**config.mk**
```make
export PLATFORM = sky130hd
export DESIGN_NAME = tbp_eval
export DESIGN_NICKNAME = d
export VERILOG_FILES = /design/src/rtl/tbp_pkg.sv /design/src/rtl/tbp_eval.sv
export SDC_FILE = /design/constraint.sdc
export NUM_CORES = 1
export LEC_CHECK = 0
export BUFFER_PORTS_ARGS = -buffer_cell sky130_fd_sc_hd__buf_2
export CAP_MARGIN = 20
export CORE_AREA = 4 4 41 43
export DETAILED_ROUTE_END_ITERATION = 8
export DIE_AREA = 0 0 45 47
export PLACE_DENSITY = 0.49
export SYNTH_ARGS = -nofsm -noshare
export SYNTH_HDL_FRONTEND = slang
export SYNTH_SLANG_ARGS = --single-unit
```
**constraint.sdc**
```tcl
create_clock -name vclk -period 0.85
set_input_delay 0.0425 -clock vclk [all_inputs]
set_output_delay 0.0425 -clock vclk [all_outputs]
set_load 0.05 [all_outputs]
```
**src/rtl/tbp_pkg.sv**
```systemverilog
package tbp_pkg;

  localparam int CTR_W = 2;

  localparam logic [CTR_W-1:0] CTR_MIN = 2'd0;
  localparam logic [CTR_W-1:0] CTR_MAX = 2'd3;

  // Reset contents of the counter tables.
  localparam logic [CTR_W-1:0] GSHARE_INIT  = 2'd0;
  localparam logic [CTR_W-1:0] CHOOSER_INIT = 2'd2;
  localparam logic [CTR_W-1:0] LCTR_INIT    = 2'd0;

  // Request kinds carried on the input tuser bit.
  localparam logic KIND_TRAIN = 1'b1;

  typedef enum logic [1:0] {
    S_CLEAR,
    S_IDLE,
    S_LH,
    S_EVAL
  } state_t;

  // One word of the gshare-indexed memory: chooser and gshare counter side by side.
  typedef struct packed {
    logic [CTR_W-1:0] chooser;
    logic [CTR_W-1:0] gshare;
  } gc_word_t;

  typedef struct packed {
    logic             pred;
    logic [CTR_W-1:0] chooser;
    logic [CTR_W-1:0] gshare;
    logic [CTR_W-1:0] lctr;
  } eval_t;

endpackage

```
**src/rtl/tbp_eval.sv**
```systemverilog
module tbp_eval import tbp_pkg::*; (
  input  gc_word_t         gc,
  input  logic [CTR_W-1:0] lctr,
  input  logic             train,
  input  logic             taken,
  output eval_t            ev
);

  function automatic logic [CTR_W-1:0] sat_move(input logic [CTR_W-1:0] c, input logic up);
    logic [CTR_W-1:0] r;
    if (up) begin
      r = (c == CTR_MAX) ? c : c + 2'd1;
    end else begin
      r = (c == CTR_MIN) ? c : c - 2'd1;
    end
    return r;
  endfunction

  logic gpred;
  logic lpred;
  logic gok;
  logic lok;

  always_comb begin
    gpred = gc.gshare[CTR_W-1];
    lpred = lctr[CTR_W-1];
    gok   = (gpred == taken);
    lok   = (lpred == taken);

    ev.pred = gc.chooser[CTR_W-1] ? gpred : lpred;

    // The chooser only moves when exactly one side was right.
    ev.chooser = gc.chooser;
    if (train && gok && !lok) begin
      ev.chooser = sat_move(gc.chooser, 1'b1);
    end else if (train && !gok && lok) begin
      ev.chooser = sat_move(gc.chooser, 1'b0);
    end

    ev.gshare = sat_move(gc.gshare, taken);
    ev.lctr   = sat_move(lctr, taken);
  end

endmodule

```
==> impl_results.md <==
- Row count: 13
- DRC: 0
- Initial Util: roughly 16%
- Slew Limit Fails: 0
- Die X: between 40 and 50 microns
- Place WS: -263 ps
- Syn_area_per_cell: about 6.5 sq um
- Placed cell count: 68
- Outcome: complete, but fails checks
- CP arrival: 940 ps
- FF+latch area: 0 sq um
- Post-DP HPWL: about 540 microns
- Largest net degree at the start of global routing: 10
- Global-route wire length before repair: 1100 microns
- Power Density: about 780 mW/mm^2
- Slew @ Worst Pin: roughly 190 ps
- Seq_cells: 0
- DR WL/cell: roughly 10 microns
- Crit path max fanout: 7
- Flop pwr share: 0%
- Vias: a little under 300
- RSZ-0062 raised after global routing: yes
- Relative slew margins: 87.5%
- Synth Warn #: 0
- Post-synth cell types: 19
- Startpoint Class: input port
- Final hold violation count: 0
- Port Buffer Count: 15
- Switching Fraction: a little over half
- Clock buffer count in the final layout: 0
- Final period util: 116%
- Final GP Congestion: about 0.83
- Leak Pwr: ~0.21 nW
- Max cap viols: 0
- Tmin final: ~1000 ps
- Vias in the first global route: between 200 and 300
- Die area: ~0.0021 sq mm
- Synth area leaders: maj3_1, a211oi_2, a21oi_1, buf_4, nor2_1
- Drt first pass iters: 4
- Starting DRT DRC Count: 5
- Combinational share of power: 100.0%
- Hold Path Class: in2out
- Clk pwr share: 0%
- CORE AREA: approximately 0.0013 sq mm
- Vias per cell: roughly 4.3
- Register area share after synthesis: 0%
- Die Ht: 47 microns
- Area Growth Syn to Fin: 130%
- Worst VDD drop: between 0.3 and 0.4 mV
- Proportion of layout cells with a drive suffix above 1: 74.1%
- Worst Setup SP: lctr[1]
- Post-synth top area share: 18.7%
- Required time worst endpoint: roughly 800 ps
- Antenna violations before repair: 0
- Kind of critical path: in2out
- Net Sw Power: roughly 0.21 mW
- CTS Hold Bufs: 0
- Synthesized area: between 200 and 250 sq um
- Failing checks: setup timing
- Area leader, netlist: maj3_1
- Crit end category: output port
- Global router's overall resource usage: between 6 and 7%
- DRT Wirelength: around 700 microns
- Layout net count: 64
- Overflow left after global routing: 0
- Cells after Synth: 33
- Net Count, Synth: 41
- Routed Antenna Nets: 0
- Final setup fails: 2
- Worst setup margin: -137 ps
- Final antenna diode count: 0
- Final core utilization: 37.8%
- Non-Filler Instances: a little under 70
- Fill count: 140
- CP Capture Point: ev[4]
- Setup_tns: -171 ps
- Max Fclk: around 1 GHz
- Int Pwr: between 0.15 and 0.2 mW
- IO Pins: 15
==> cell usage in the layout, fill, tap and decap left out, drive strengths merged <==
cell and n:
buf 25, o22a 1, nand3 1, nand2 1
nor2b 2, nor2 4, a211oi 2, o21a 1
inv 3, o2111ai 1, o21ai 1, a31oi 1
nand3b 1, a21oi 5, maj3 4, a21o 1
==> Yosys cell counts (all sizes together) <==
cell     count
a21oi        5
maj3         4
nor2         4
buf          3
inv          3
a211oi       2
nor2b        2
a21o         1
a31oi        1
clkbuf       1
nand2        1
nand3        1
nand3b       1
o2111ai      1
o21a         1
o21ai        1
o22a         1
==> power groups by stage <==
stage               clock network [mW]  logic (mW)  registers (mW)
floorplan                            0       0.222               0
global placement                     0       0.297               0
detailed placement                   0       0.299               0
CTS                                  0       0.364               0
global route                         0       0.408               0
finish                               0       0.386               0
==> layout make-up <==
| cell class | count | area, sq um | area share (%) |
|---|---|---|---|
| Multi-Input combinational cell | 26 | 226 | 46.1 |
| Inverter | 3 | 11.3 | 2.29 |
| Timing Repair Buffer | 25 | 235 | 47.8 |
| Tap cell | 15 | 18.8 | 3.82 |
==> timing repair <==
action / 4_1_cts / 5_1_grt
pin swaps: 3 / 5
resized for setup: 27 / 10
setup buffers: 1 / 0
endpoints found under the setup margin: 7 / 6
==> per-layer routing <==
| metal | GRT usage [%] | routed length [microns] | share of wire (%) | vias up |
|---|---|---|---|---|
| li1 | - | - | - | 158 |
| met1 | 9.46 | 304 | 44 | 131 |
| met2 | 11.6 | 345 | 49 | 9 |
| met3 | 0 | 48 | 6.9 | 0 |
| met4 | 0 | 0 | 0 | 0 |
| met5 | 0 | 0 | 0 | - |
==> worst min path at each step <==
stage,cells past startpoint,start,end,slack (ps)
2_1_floorplan,2,gc[3],ev[5],270
3_3_place_gp,3,gc[0],ev[3],570
3_5_place_dp,3,gc[0],ev[3],570
4_1_cts,3,gc[0],ev[3],520
5_1_grt,3,gc[0],ev[3],530
6_report,3,gc[0],ev[3],510
==> critical path, cell delays in order <==
cell and delay [ps]:
buf_8 110, nor2b_1 120, a31oi_1 180, o21ai_2 100
a211oi_4 210, buf_6 190
==> per-stage QoR <==
step / total power, mW / area (sq um) / hold WS, ps
5_1_grt: 0.408 / 492 / 530
3_3_place_gp: 0.297 / 369 / 568
4_1_cts: 0.364 / 455 / 516
3_5_place_dp: 0.299 / 369 / 574
6_report: 0.386 / 492 / 514
2_1_floorplan: 0.222 / 248 / 269
==> cell families (layout without fill, tap and decap cells) <==
family	count (synthesis)	after routing	share of synthesized area (%)
AOI/OAI and AO/OA	13	13	44.4
adders and majority gates	4	4	18.7
and+or+nand+nor	9	9	20.5
buffers and inverters	7	28	16.4
(Power assumes the default switching activity.)
