`config.mk`:
```
export PLATFORM = sky130hd
export DESIGN_NAME = tbp_ram
export DESIGN_NICKNAME = d
export VERILOG_FILES = /design/src/rtl/tbp_ram.sv
export SDC_FILE = /design/constraint.sdc
export NUM_CORES = 1
export LEC_CHECK = 0
export BUFFER_PORTS_ARGS = -buffer_cell sky130_fd_sc_hd__buf_2
export CORE_MARGIN = 2
export CORE_UTILIZATION = 50
export CTS_BUF_LIST = sky130_fd_sc_hd__clkbuf_2 sky130_fd_sc_hd__clkbuf_4 sky130_fd_sc_hd__clkbuf_8
export CTS_CLUSTER_SIZE = 10
export DETAILED_ROUTE_END_ITERATION = 7
export HOLD_SLACK_MARGIN = 0.08
export PLACE_DENSITY = 0.79
export RECOVER_POWER = 25
export SYNTH_ARGS = -nofsm -noshare
export SYNTH_HDL_FRONTEND = slang
export SYNTH_SLANG_ARGS = --single-unit
```
`constraint.sdc`:
```
create_clock -name clk -period 1.3 [get_ports clk]
set_clock_uncertainty 0.05 [all_clocks]
set_input_delay 0 -clock clk [delete_from_list [all_inputs] [get_ports clk]]
set_output_delay 0 -clock clk [all_outputs]
set_load 0.02 [all_outputs]
```
`src/rtl/tbp_ram.sv`:
```
module tbp_ram #(
  parameter int WIDTH = 4,
  parameter int DEPTH = 16
) (
  input  logic                     clk,
  input  logic                     we,
  input  logic [$clog2(DEPTH)-1:0] waddr,
  input  logic [WIDTH-1:0]         wdata,
  input  logic                     re,
  input  logic [$clog2(DEPTH)-1:0] raddr,
  output logic [WIDTH-1:0]         rdata
);

  logic [WIDTH-1:0] mem [DEPTH];

  always_ff @(posedge clk) begin
    if (we) begin
      mem[waddr] <= wdata;
    end
    if (re) begin
      rdata <= mem[raddr];
    end
  end

endmodule

```
==> results.sh, run 1 <==
export IMPL_p_per_area_nw_per_um2=1320
export IMPL_crit_required_ns=1.33
export IMPL_place_gp_congestion=0.721
export IMPL_preCtsSetupSlack_ns=-0.168
export IMPL_rsz0062_at_grt="yes"
export IMPL_synth_top_area_cell="edfxtp_1"
export IMPL_final_cells=247
export IMPL_status="complete, but fails checks"
export IMPL_nFillCells=379
export IMPL_synthArstFlopShare_pct=0
export IMPL_crit_chain="mux4_2, a22oi_2, nand3_1"
export IMPL_die_h_um=77.6
export IMPL_worstPathMaxFanout=1
export IMPL_ys_ff_latch=68
export IMPL_synthFlopType="edfxtp_1"
export IMPL_max_freq_mhz=698
export IMPL_ir_worst_vdd_uv=808
export IMPL_antenna_found_initial=0
export IMPL_regArea_um2=2040
export IMPL_yosys_top_cells_area="edfxtp_1 75%, mux4_1 14%, nor2_1 1.8%"
export IMPL_worstSetupPathDepth=3
export IMPL_clock_root_buffer="clkbuf_8"
export IMPL_die_area_um2=6020
export IMPL_via_per_inst=5.47
export IMPL_synth_area_um2=2710
export IMPL_syn_avg_cell_area_um2=20.8
export IMPL_ys_warn_count=0
export IMPL_crit_buf_inv=0
export IMPL_slew_limit_headroom_pct=56.9
export IMPL_synth_most_common_cell="edfxtp_1"
export IMPL_track_usage_pct=16.4
export IMPL_worst_ep_arrival_time_ns=1.46
export IMPL_dp_hpwl_um=3040
export IMPL_hold_path_depth=3
export IMPL_synth_top_area_share_pct=75.5
export IMPL_grt_pass1_wl_um=7100
export IMPL_cts_tree="done"
export IMPL_overflow=0
export IMPL_ioPinCount=19
export IMPL_syn_inst=130
export IMPL_synth_distinct_cells=16
export IMPL_rows=26
export IMPL_leakagePower_nw=1.04
export IMPL_die_w_um=77.6
export IMPL_ys_seq_area_share_pct=75.5
export IMPL_cts_buffer_depth=2
export IMPL_hold_viol=0
export IMPL_crit_family="multiplexers"
export IMPL_cts_max_level=3
export IMPL_start_util_pct=52.3
export IMPL_hp_class="in2reg"
export IMPL_critPathSlowestCell="mux4_2"
export IMPL_worst_pin_slew_ns=0.647
export IMPL_min_period_over_period_pct=110
export IMPL_cts_sinks=68
export IMPL_finalNetCount=188
export IMPL_syn_num_nets=145
export IMPL_grt_pass1_vias=1436
export IMPL_wl_per_cell_um=17.6
export IMPL_worst_skew_pair_late_latency_ns=0.33
export IMPL_setup_viol_count_final=4
export IMPL_routed_wl_um=4340
export IMPL_drt_iter0_drc=74
export IMPL_max_stage_delay_ns=0.48
export IMPL_startpoint_type="flip-flop"
export IMPL_worstSetupPathType="reg2reg"
export IMPL_maxCapViolCount=0
export IMPL_cts_buffers=9
export IMPL_clkTransAtPathRegs_ns=0.07
export IMPL_hold_ws_ns=0.157
export IMPL_post_cts_setup_buffers=0
export IMPL_end_kind="flip-flop"
export IMPL_diodes=0
export IMPL_syn_to_final_growth_pct=15.9
export IMPL_violations="negative setup slack"
export IMPL_grt_max_degree=17
export IMPL_detail_route_antenna_nets=0
export IMPL_io_buffers=18
export IMPL_drc_errors=0
export IMPL_fin_ws_ns=-0.133
export IMPL_ys_top_cells_by_count="68 x edfxtp_1, 14 x mux4_1, 13 x nor2_1"
export IMPL_vias=1351
export IMPL_min_period_ns=1.43
export IMPL_drive_above_1_share_pct=29.4
export IMPL_multiInputGateArea_um2=611
export IMPL_core_area_um2=5170
export IMPL_dr_pass1_iters=4
export IMPL_maxSlewViolCount=0
export IMPL_synth_enable_flop_cells=68
export IMPL_ff2ff_path_depth=3
export IMPL_dp_cells=225
[power breakdown]
| part | internal [mW] | switching [mW] | total (mW) |
|---|---|---|---|
| combinational | 0.125 | 0.151 | 0.276 |
| clock | 0.704 | 0.670 | 1.37 |
| sequential | 2.47 | 0.0115 | 2.48 |
| total | 3.30 | 0.832 | 4.13 |
[registers in the layout, summed over array words and instances, names as in the netlist]
name / cells
mem: 64
rdata: 4
[layout by cell type (no fill, tap or decap)]
cell           count
edfxtp_1          68
a22oi_2            4
nand3_1            9
nand3b_1           2
nor3_1             4
dlygate4sd3_1      7
mux4_1             5
nor2b_1            2
nand2b_1           2
or3b_2             1
clkbuf_1           6
buf_4              7
mux4_2            11
clkbuf_4           2
clkinv_2           2
nor2_1            13
buf_12             1
nand2_1            5
clkinv_1           2
buf_2             15
clkbuf_8           9
[final timing paths]
check / startpoint / to / slack [ns]
worst max-delay path: mem[2][0] / rdata[0] / -0.13
worst min-delay path: waddr[0] / mem[0][2] / 0.16
worst max register to register: mem[2][0] / rdata[0] / -0.13
worst min register to register: mem[8][0] / rdata[0] / 0.71
[worst min-delay path, delay by kind of cell]
family	cells	cell delay, ns
buffers and inverters	2	0.29
AND/OR/NAND/NOR	1	0.07
[logic make-up after synthesis]
kind of cell / Yosys count / share of synthesized area (%)
compound gates: 4 / 1.11
buf+inv: 4 / 1.48
flops: 68 / 75.5
mux: 16 / 15.3
simple gates: 38 / 6.70
[cell type report]
class / instances / share of cell area (%)
repair buffers: 36 / 7.66
well taps: 70 / 2.79
flip-flops and latches: 68 / 65.1
clock inverters: 4 / 0.558
multi-input cells: 58 / 19.5
clock buffers: 11 / 4.43
[what timing repair did]
item                                    CTS  global route
endpoints found under the hold margin    72             0
gates resized for setup                   8             0
endpoints found under the setup margin    4             4
pin swaps                                 1             2
hold buffers                              7             0
[routing by layer]
layer / global-route usage (%) / vias up / wire (µm)
met4: 6.43 / 0 / 65
met1: 19.3 / 692 / 1830
li1: - / 621 / -
met3: 5.23 / 6 / 145
met5: 0 / - / 0
met2: 28.2 / 32 / 2300
[metrics by stage]
| stage | area [µm²] | setup TNS [ns] | util, % | total power [mW] |
|---|---|---|---|---|
| 3_5_place_dp | 2920 | -0.620 | 56.5 | 2.78 |
| 2_1_floorplan | 2690 | -0.158 | - | 2.67 |
| 6_report | 3140 | -0.401 | 60.6 | 4.13 |
| 5_1_grt | 3140 | -0.615 | 60.6 | 4.28 |
| 4_1_cts | 3150 | -0.378 | 60.9 | 4.16 |
| 3_3_place_gp | 2920 | -0.476 | 56.5 | 2.77 |
(Power assumes the default switching activity.)
==> run 2, diff against run 1 <==
--- a/config.mk
+++ b/config.mk
@@ -9,6 +9,7 @@
 export CORE_MARGIN = 2
 export CORE_UTILIZATION = 50
 export CTS_BUF_LIST = sky130_fd_sc_hd__clkbuf_2 sky130_fd_sc_hd__clkbuf_4 sky130_fd_sc_hd__clkbuf_8
+export CTS_CLUSTER_DIAMETER = 200
 export CTS_CLUSTER_SIZE = 10
 export DETAILED_ROUTE_END_ITERATION = 7
 export HOLD_SLACK_MARGIN = 0.08
==> constraint.sdc (replaced) <==
create_clock -name clk -period 1.3 [get_ports clk]
set_clock_uncertainty 0.05 [all_clocks]
set_input_delay 0.195 -clock clk [delete_from_list [all_inputs] [get_ports clk]]
set_output_delay 0.195 -clock clk [all_outputs]
set_load 0.02 [all_outputs]
==> results.sh, run 2 (synthesis results as in run 1) <==
export IMPL_drc_errors=0
export IMPL_hold_viol=0
export IMPL_min_period_ns=1.47
export IMPL_leakagePower_nw=1.10
export IMPL_slew_limit_headroom_pct=53.1
export IMPL_max_freq_mhz=679
export IMPL_hp_class="in2reg"
export IMPL_setup_tns_final_ns=-0.618
export IMPL_dp_cells=232
export IMPL_final_common_cell="edfxtp_1"
export IMPL_drive_above_1_share_pct=35.2
export IMPL_grt_pass1_wl_um=7510
export IMPL_setup_viol_count_final=4
export IMPL_end_kind="flip-flop"
export IMPL_cts_buffers=9
export IMPL_worst_ep_arrival_time_ns=1.52
export IMPL_min_period_over_period_pct=113
export IMPL_finalNetCount=189
export IMPL_cts_tree="done"
export IMPL_rows=26
export IMPL_worstSetupPathType="reg2reg"
export IMPL_violations="negative setup slack"
export IMPL_rsz0062_at_grt="yes"
export IMPL_io_buffers=18
export IMPL_grt_max_degree=17
export IMPL_routed_wl_um=4820
export IMPL_wl_per_cell_um=19.3
export IMPL_p_per_area_nw_per_um2=1390
export IMPL_drt_iter0_drc=151
export IMPL_syn_to_final_growth_pct=18.4
export IMPL_ir_worst_vdd_uv=672
export IMPL_grt_pass1_vias=1381
export IMPL_crit_required_ns=1.34
export IMPL_critPathSlowestCell="mux4_2"
export IMPL_final_cells=249
export IMPL_largest_register="mem"
export IMPL_die_w_um=77.6
export IMPL_ioPinCount=19
export IMPL_via_per_inst=5.56
export IMPL_clock_root_buffer="clkbuf_8"
export IMPL_cts_buffer_depth=2
export IMPL_diodes=0
export IMPL_r2r_slack_ns=-0.17
export IMPL_worstPathMaxFanout=1
export IMPL_die_h_um=77.6
export IMPL_largest_reg_flops=64
export IMPL_crit_family="multiplexers"
export IMPL_overflow=0
export IMPL_cts_max_level=3
export IMPL_finalCoreUtilization_pct=62.0
export IMPL_startpoint_type="flip-flop"
export IMPL_maxCapViolCount=0
export IMPL_maxSlewViolCount=0
export IMPL_power_total_mw=4.45
export IMPL_fin_ws_ns=-0.173
export IMPL_vias=1385
export IMPL_antenna_found_initial=0
export IMPL_clkTransAtPathRegs_ns=0.07
export IMPL_detail_route_antenna_nets=0
export IMPL_worst_pin_slew_ns=0.704
export IMPL_status="complete, but fails checks"
export IMPL_top_regs="mem x64, rdata x4"
export IMPL_place_gp_congestion=0.739
export IMPL_start_util_pct=52.3
export IMPL_crit_chain="mux4_2, a22oi_2, nand3_1"
export IMPL_cts_sinks=68
export IMPL_max_stage_delay_ns=0.48
export IMPL_dp_hpwl_um=3220
export IMPL_post_cts_setup_buffers=0
export IMPL_final_cell_mix="68 x edfxtp_1, 17 x buf_4, 15 x buf_2"
export IMPL_die_area_um2=6020
export IMPL_worst_skew_pair_late_latency_ns=0.35
export IMPL_core_area_um2=5170
export IMPL_track_usage_pct=17.8
export IMPL_crit_buf_inv=0
export IMPL_dr_pass1_iters=4
==> run 2: cell types whose count changed in the layout (fill, tap and decap cells not counted), moves of 2 or more <==
| cell | before | now |
|---|---|---|
| clkinv_1 | 2 | 0 |
| clkbuf_4 | 2 | 0 |
| mux4_1 | 5 | 8 |
| mux4_2 | 11 | 8 |
| inv_6 | 0 | 2 |
| dlygate4sd3_1 | 7 | 1 |
| buf_4 | 7 | 17 |
| clkbuf_1 | 6 | 3 |
| clkinv_4 | 0 | 2 |
==> run 2: what timing repair did <==
item                       4_1_cts  5_1_grt
pin swaps                        5        0
hold endpoints to repair         4        0
setup endpoints to repair        4        4
gates resized for setup         10        0
hold buffers                     1        0
==> run 2: where the power goes <==
group | internal [mW] | switching [mW]
Sequential | 2.47 | 0.0136
Clock | 0.897 | 0.804
Combinational | 0.120 | 0.150
Total | 3.48 | 0.967
==> run 2: worst min-delay path: cells and delay by family <==
kind	cells	cell delay, ns
AND/OR/NAND/NOR	2	0.15
buffers and inverters	1	0.14
==> run 2: area by class of cell <==
type | count | area [µm²]
timing repair buffer | 37 | 244
multi-input combinational | 58 | 633
tap | 70 | 87.6
clock inverter | 7 | 75.1
clock buffer | 9 | 124
sequential | 68 | 2040
fill | 335 | 1970
==> run 2: worst paths after layout <==
kind | start | end | depth (start not counted)
hold / removal | raddr[2] | rdata[0] | 3
hold reg to reg | mem[10][2] | rdata[2] | 3
setup / recovery | mem[0][2] | rdata[2] | 3
setup reg to reg | mem[0][2] | rdata[2] | 3
==> run 2: layer usage <==
layer	share of wire, %	global-route usage (%)	up-vias
li1	-	-	629
met1	43	25.3	687
met2	48	24.7	60
met3	6.7	5.58	9
met4	2.1	9.64	0
met5	0	0	-
==> run 2: stage by stage <==
stage	area, µm²	worst slack (ns)	hold WS [ns]
global placement	3000	-0.398	0.405
finish	3210	-0.173	0.201
CTS	3210	-0.175	0.170
detailed placement	3000	-0.468	0.413
floorplan	2730	-0.132	0.244
global route	3210	-0.212	0.202
==> run 3, diff against run 2 <==
--- a/config.mk
+++ b/config.mk
@@ -6,14 +6,16 @@
 export NUM_CORES = 1
 export LEC_CHECK = 0
 export BUFFER_PORTS_ARGS = -buffer_cell sky130_fd_sc_hd__buf_2
+export CELL_PAD_IN_SITES_DETAIL_PLACEMENT = 1
+export CELL_PAD_IN_SITES_GLOBAL_PLACEMENT = 1
 export CORE_MARGIN = 2
-export CORE_UTILIZATION = 50
+export CORE_UTILIZATION = 49
 export CTS_BUF_LIST = sky130_fd_sc_hd__clkbuf_2 sky130_fd_sc_hd__clkbuf_4 sky130_fd_sc_hd__clkbuf_8
 export CTS_CLUSTER_DIAMETER = 200
 export CTS_CLUSTER_SIZE = 10
 export DETAILED_ROUTE_END_ITERATION = 7
 export HOLD_SLACK_MARGIN = 0.08
-export PLACE_DENSITY = 0.79
+export PLACE_DENSITY = 0.85
 export RECOVER_POWER = 25
 export SYNTH_ARGS = -nofsm -noshare
 export SYNTH_HDL_FRONTEND = slang
==> results.sh, run 3 (synthesis results as in run 1) <==
export IMPL_slew_limit_headroom_pct=52.4
export IMPL_worst_pin_slew_ns=0.714
export IMPL_startpoint_type="flip-flop"
export IMPL_worstPathMaxFanout=1
export IMPL_overflow=0
export IMPL_hp_class="in2reg"
export IMPL_diodes=0
export IMPL_syn_to_final_growth_pct=20.0
export IMPL_regArea_um2=2040
export IMPL_worst_skew_pair_late_latency_ns=0.35
export IMPL_place_gp_congestion=0.789
export IMPL_switching_power_mw=0.980
export IMPL_die_h_um=78.3
export IMPL_nFillCells=483
export IMPL_violations="negative setup slack"
export IMPL_drc_errors=0
export IMPL_p_seq_share_pct=53.5
export IMPL_cts_sinks=68
export IMPL_cts_max_level=3
export IMPL_min_period_over_period_pct=114
export IMPL_finalNetCount=191
export IMPL_ir_worst_vdd_uv=926
export IMPL_end_kind="flip-flop"
export IMPL_final_common_cell="edfxtp_1"
export IMPL_largest_reg_flops=64
export IMPL_final_cell_mix="68 x edfxtp_1, 18 x buf_4, 15 x buf_2"
export IMPL_worst_ep_arrival_time_ns=1.53
export IMPL_detail_route_antenna_nets=0
export IMPL_largest_register="mem"
export IMPL_dp_hpwl_um=3800
export IMPL_drt_iter0_drc=108
export IMPL_pwr_share_comb_pct=6.1
export IMPL_top_regs="mem x64, rdata x4"
export IMPL_multiInputGateArea_um2=629
export IMPL_min_period_ns=1.49
export IMPL_vias=1410
export IMPL_routed_wl_um=5520
export IMPL_preCtsSetupSlack_ns=-0.445
export IMPL_maxSlewViolCount=0
export IMPL_cts_tree="done"
export IMPL_post_route_cell_area_um2=3250
export IMPL_die_w_um=78.3
export IMPL_p_int_mw=3.66
export IMPL_maxCapViolCount=0
export IMPL_core_area_um2=5410
export IMPL_dr_pass1_iters=6
export IMPL_worstSetupPathType="reg2reg"
export IMPL_setup_tns_final_ns=-0.607
export IMPL_leakagePower_nw=1.11
export IMPL_post_cts_setup_buffers=0
export IMPL_drive_above_1_share_pct=35.4
export IMPL_clkTransAtPathRegs_ns=0.08
export IMPL_setup_viol_count_final=4
export IMPL_hold_viol=0
export IMPL_start_util_pct=50.1
export IMPL_status="complete, but fails checks"
export IMPL_max_freq_mhz=672
export IMPL_swShare_pct=21.1
export IMPL_rsz0062_at_grt="yes"
export IMPL_rows=27
export IMPL_antenna_found_initial=0
export IMPL_power_frac_clock_pct=40.4
export IMPL_cts_buffer_depth=2
export IMPL_track_usage_pct=20.2
export IMPL_grt_pass1_vias=1510
export IMPL_grt_max_degree=17
export IMPL_ioPinCount=19
export IMPL_crit_required_ns=1.34
export IMPL_die_area_um2=6130
export IMPL_clock_root_buffer="clkbuf_8"
export IMPL_wl_per_cell_um=21.8
export IMPL_fin_ws_ns=-0.187
export IMPL_p_per_area_nw_per_um2=1430
export IMPL_via_per_inst=5.57
export IMPL_grt_pass1_wl_um=8560
export IMPL_io_buffers=18
export IMPL_cts_buffers=9
export IMPL_placed_cell_area_um2=3030
## run 3: cell types whose count changed in the layout (fill, tap and decap cells not counted), moves of 2 or more
cell        before  now
inv_6            2    0
clkinv_2         2    0
clkinvlp_4       0    2
clkinv_1         0    2
## run 3: power groups by stage
| stage | Sequential (mW) | Combinational [mW] | Clock [mW] |
|---|---|---|---|
| CTS | 2.48 | 0.290 | 1.92 |
| detailed placement | 2.53 | 0.273 | 0 |
| floorplan | 2.54 | 0.133 | 0 |
| global placement | 2.52 | 0.255 | 0 |
| global route | 2.49 | 0.311 | 1.99 |
| finish | 2.48 | 0.285 | 1.88 |
## run 3: path summary, 6_finish.rpt
| check | start | end | slack (ns) | cells after the start |
|---|---|---|---|---|
| max reg2reg | mem[3][1] | rdata[1] | -0.19 | 3 |
| min | raddr[2] | rdata[3] | 0.20 | 3 |
| max | mem[3][1] | rdata[1] | -0.19 | 3 |
| min reg2reg | mem[12][3] | rdata[3] | 0.73 | 3 |
## run 3: layout make-up
| type | count | area share, % |
|---|---|---|
| Clock buffer | 9 | 3.81 |
| Clock inverter | 7 | 2.81 |
| Multi-Input combinational cell | 58 | 19.4 |
| Sequential cell | 68 | 62.9 |
| Tap cell | 72 | 2.77 |
| Timing Repair Buffer | 39 | 8.36 |
## run 3: metrics by stage
stage | util [%] | instances | total power [mW] | hold WS, ns
global placement | 56.1 | 236 | 2.78 | 0.409
detailed placement | 56.1 | 236 | 2.80 | 0.423
global route | 60.1 | 253 | 4.79 | 0.218
CTS | 60.2 | 253 | 4.69 | 0.169
finish | 60.1 | 253 | 4.64 | 0.203
floorplan | - | 130 | 2.67 | 0.244
## run 3: critical path, cell delays in order, from the launching register on
cell and delay, ns:
edfxtp_1 0.40, mux4_2 0.50, a22oi_2 0.20, nand3_1 0.09
## run 3: what timing repair did
item,4_1_cts,5_1_grt
cloned,0,0
pin swaps,5,0
hold endpoints to repair,4,0
hold buffers,1,0
resized for setup,11,0
setup endpoints to repair,4,4
## run 3: layer usage
metal / track usage (%) / wire (µm) / up-vias
met4: 7.89 / 138 / 0
li1: - / - / 631
met5: 0 / 0 / -
met2: 29.9 / 2610 / 41
met3: 6.55 / 269 / 15
met1: 28.1 / 2500 / 723
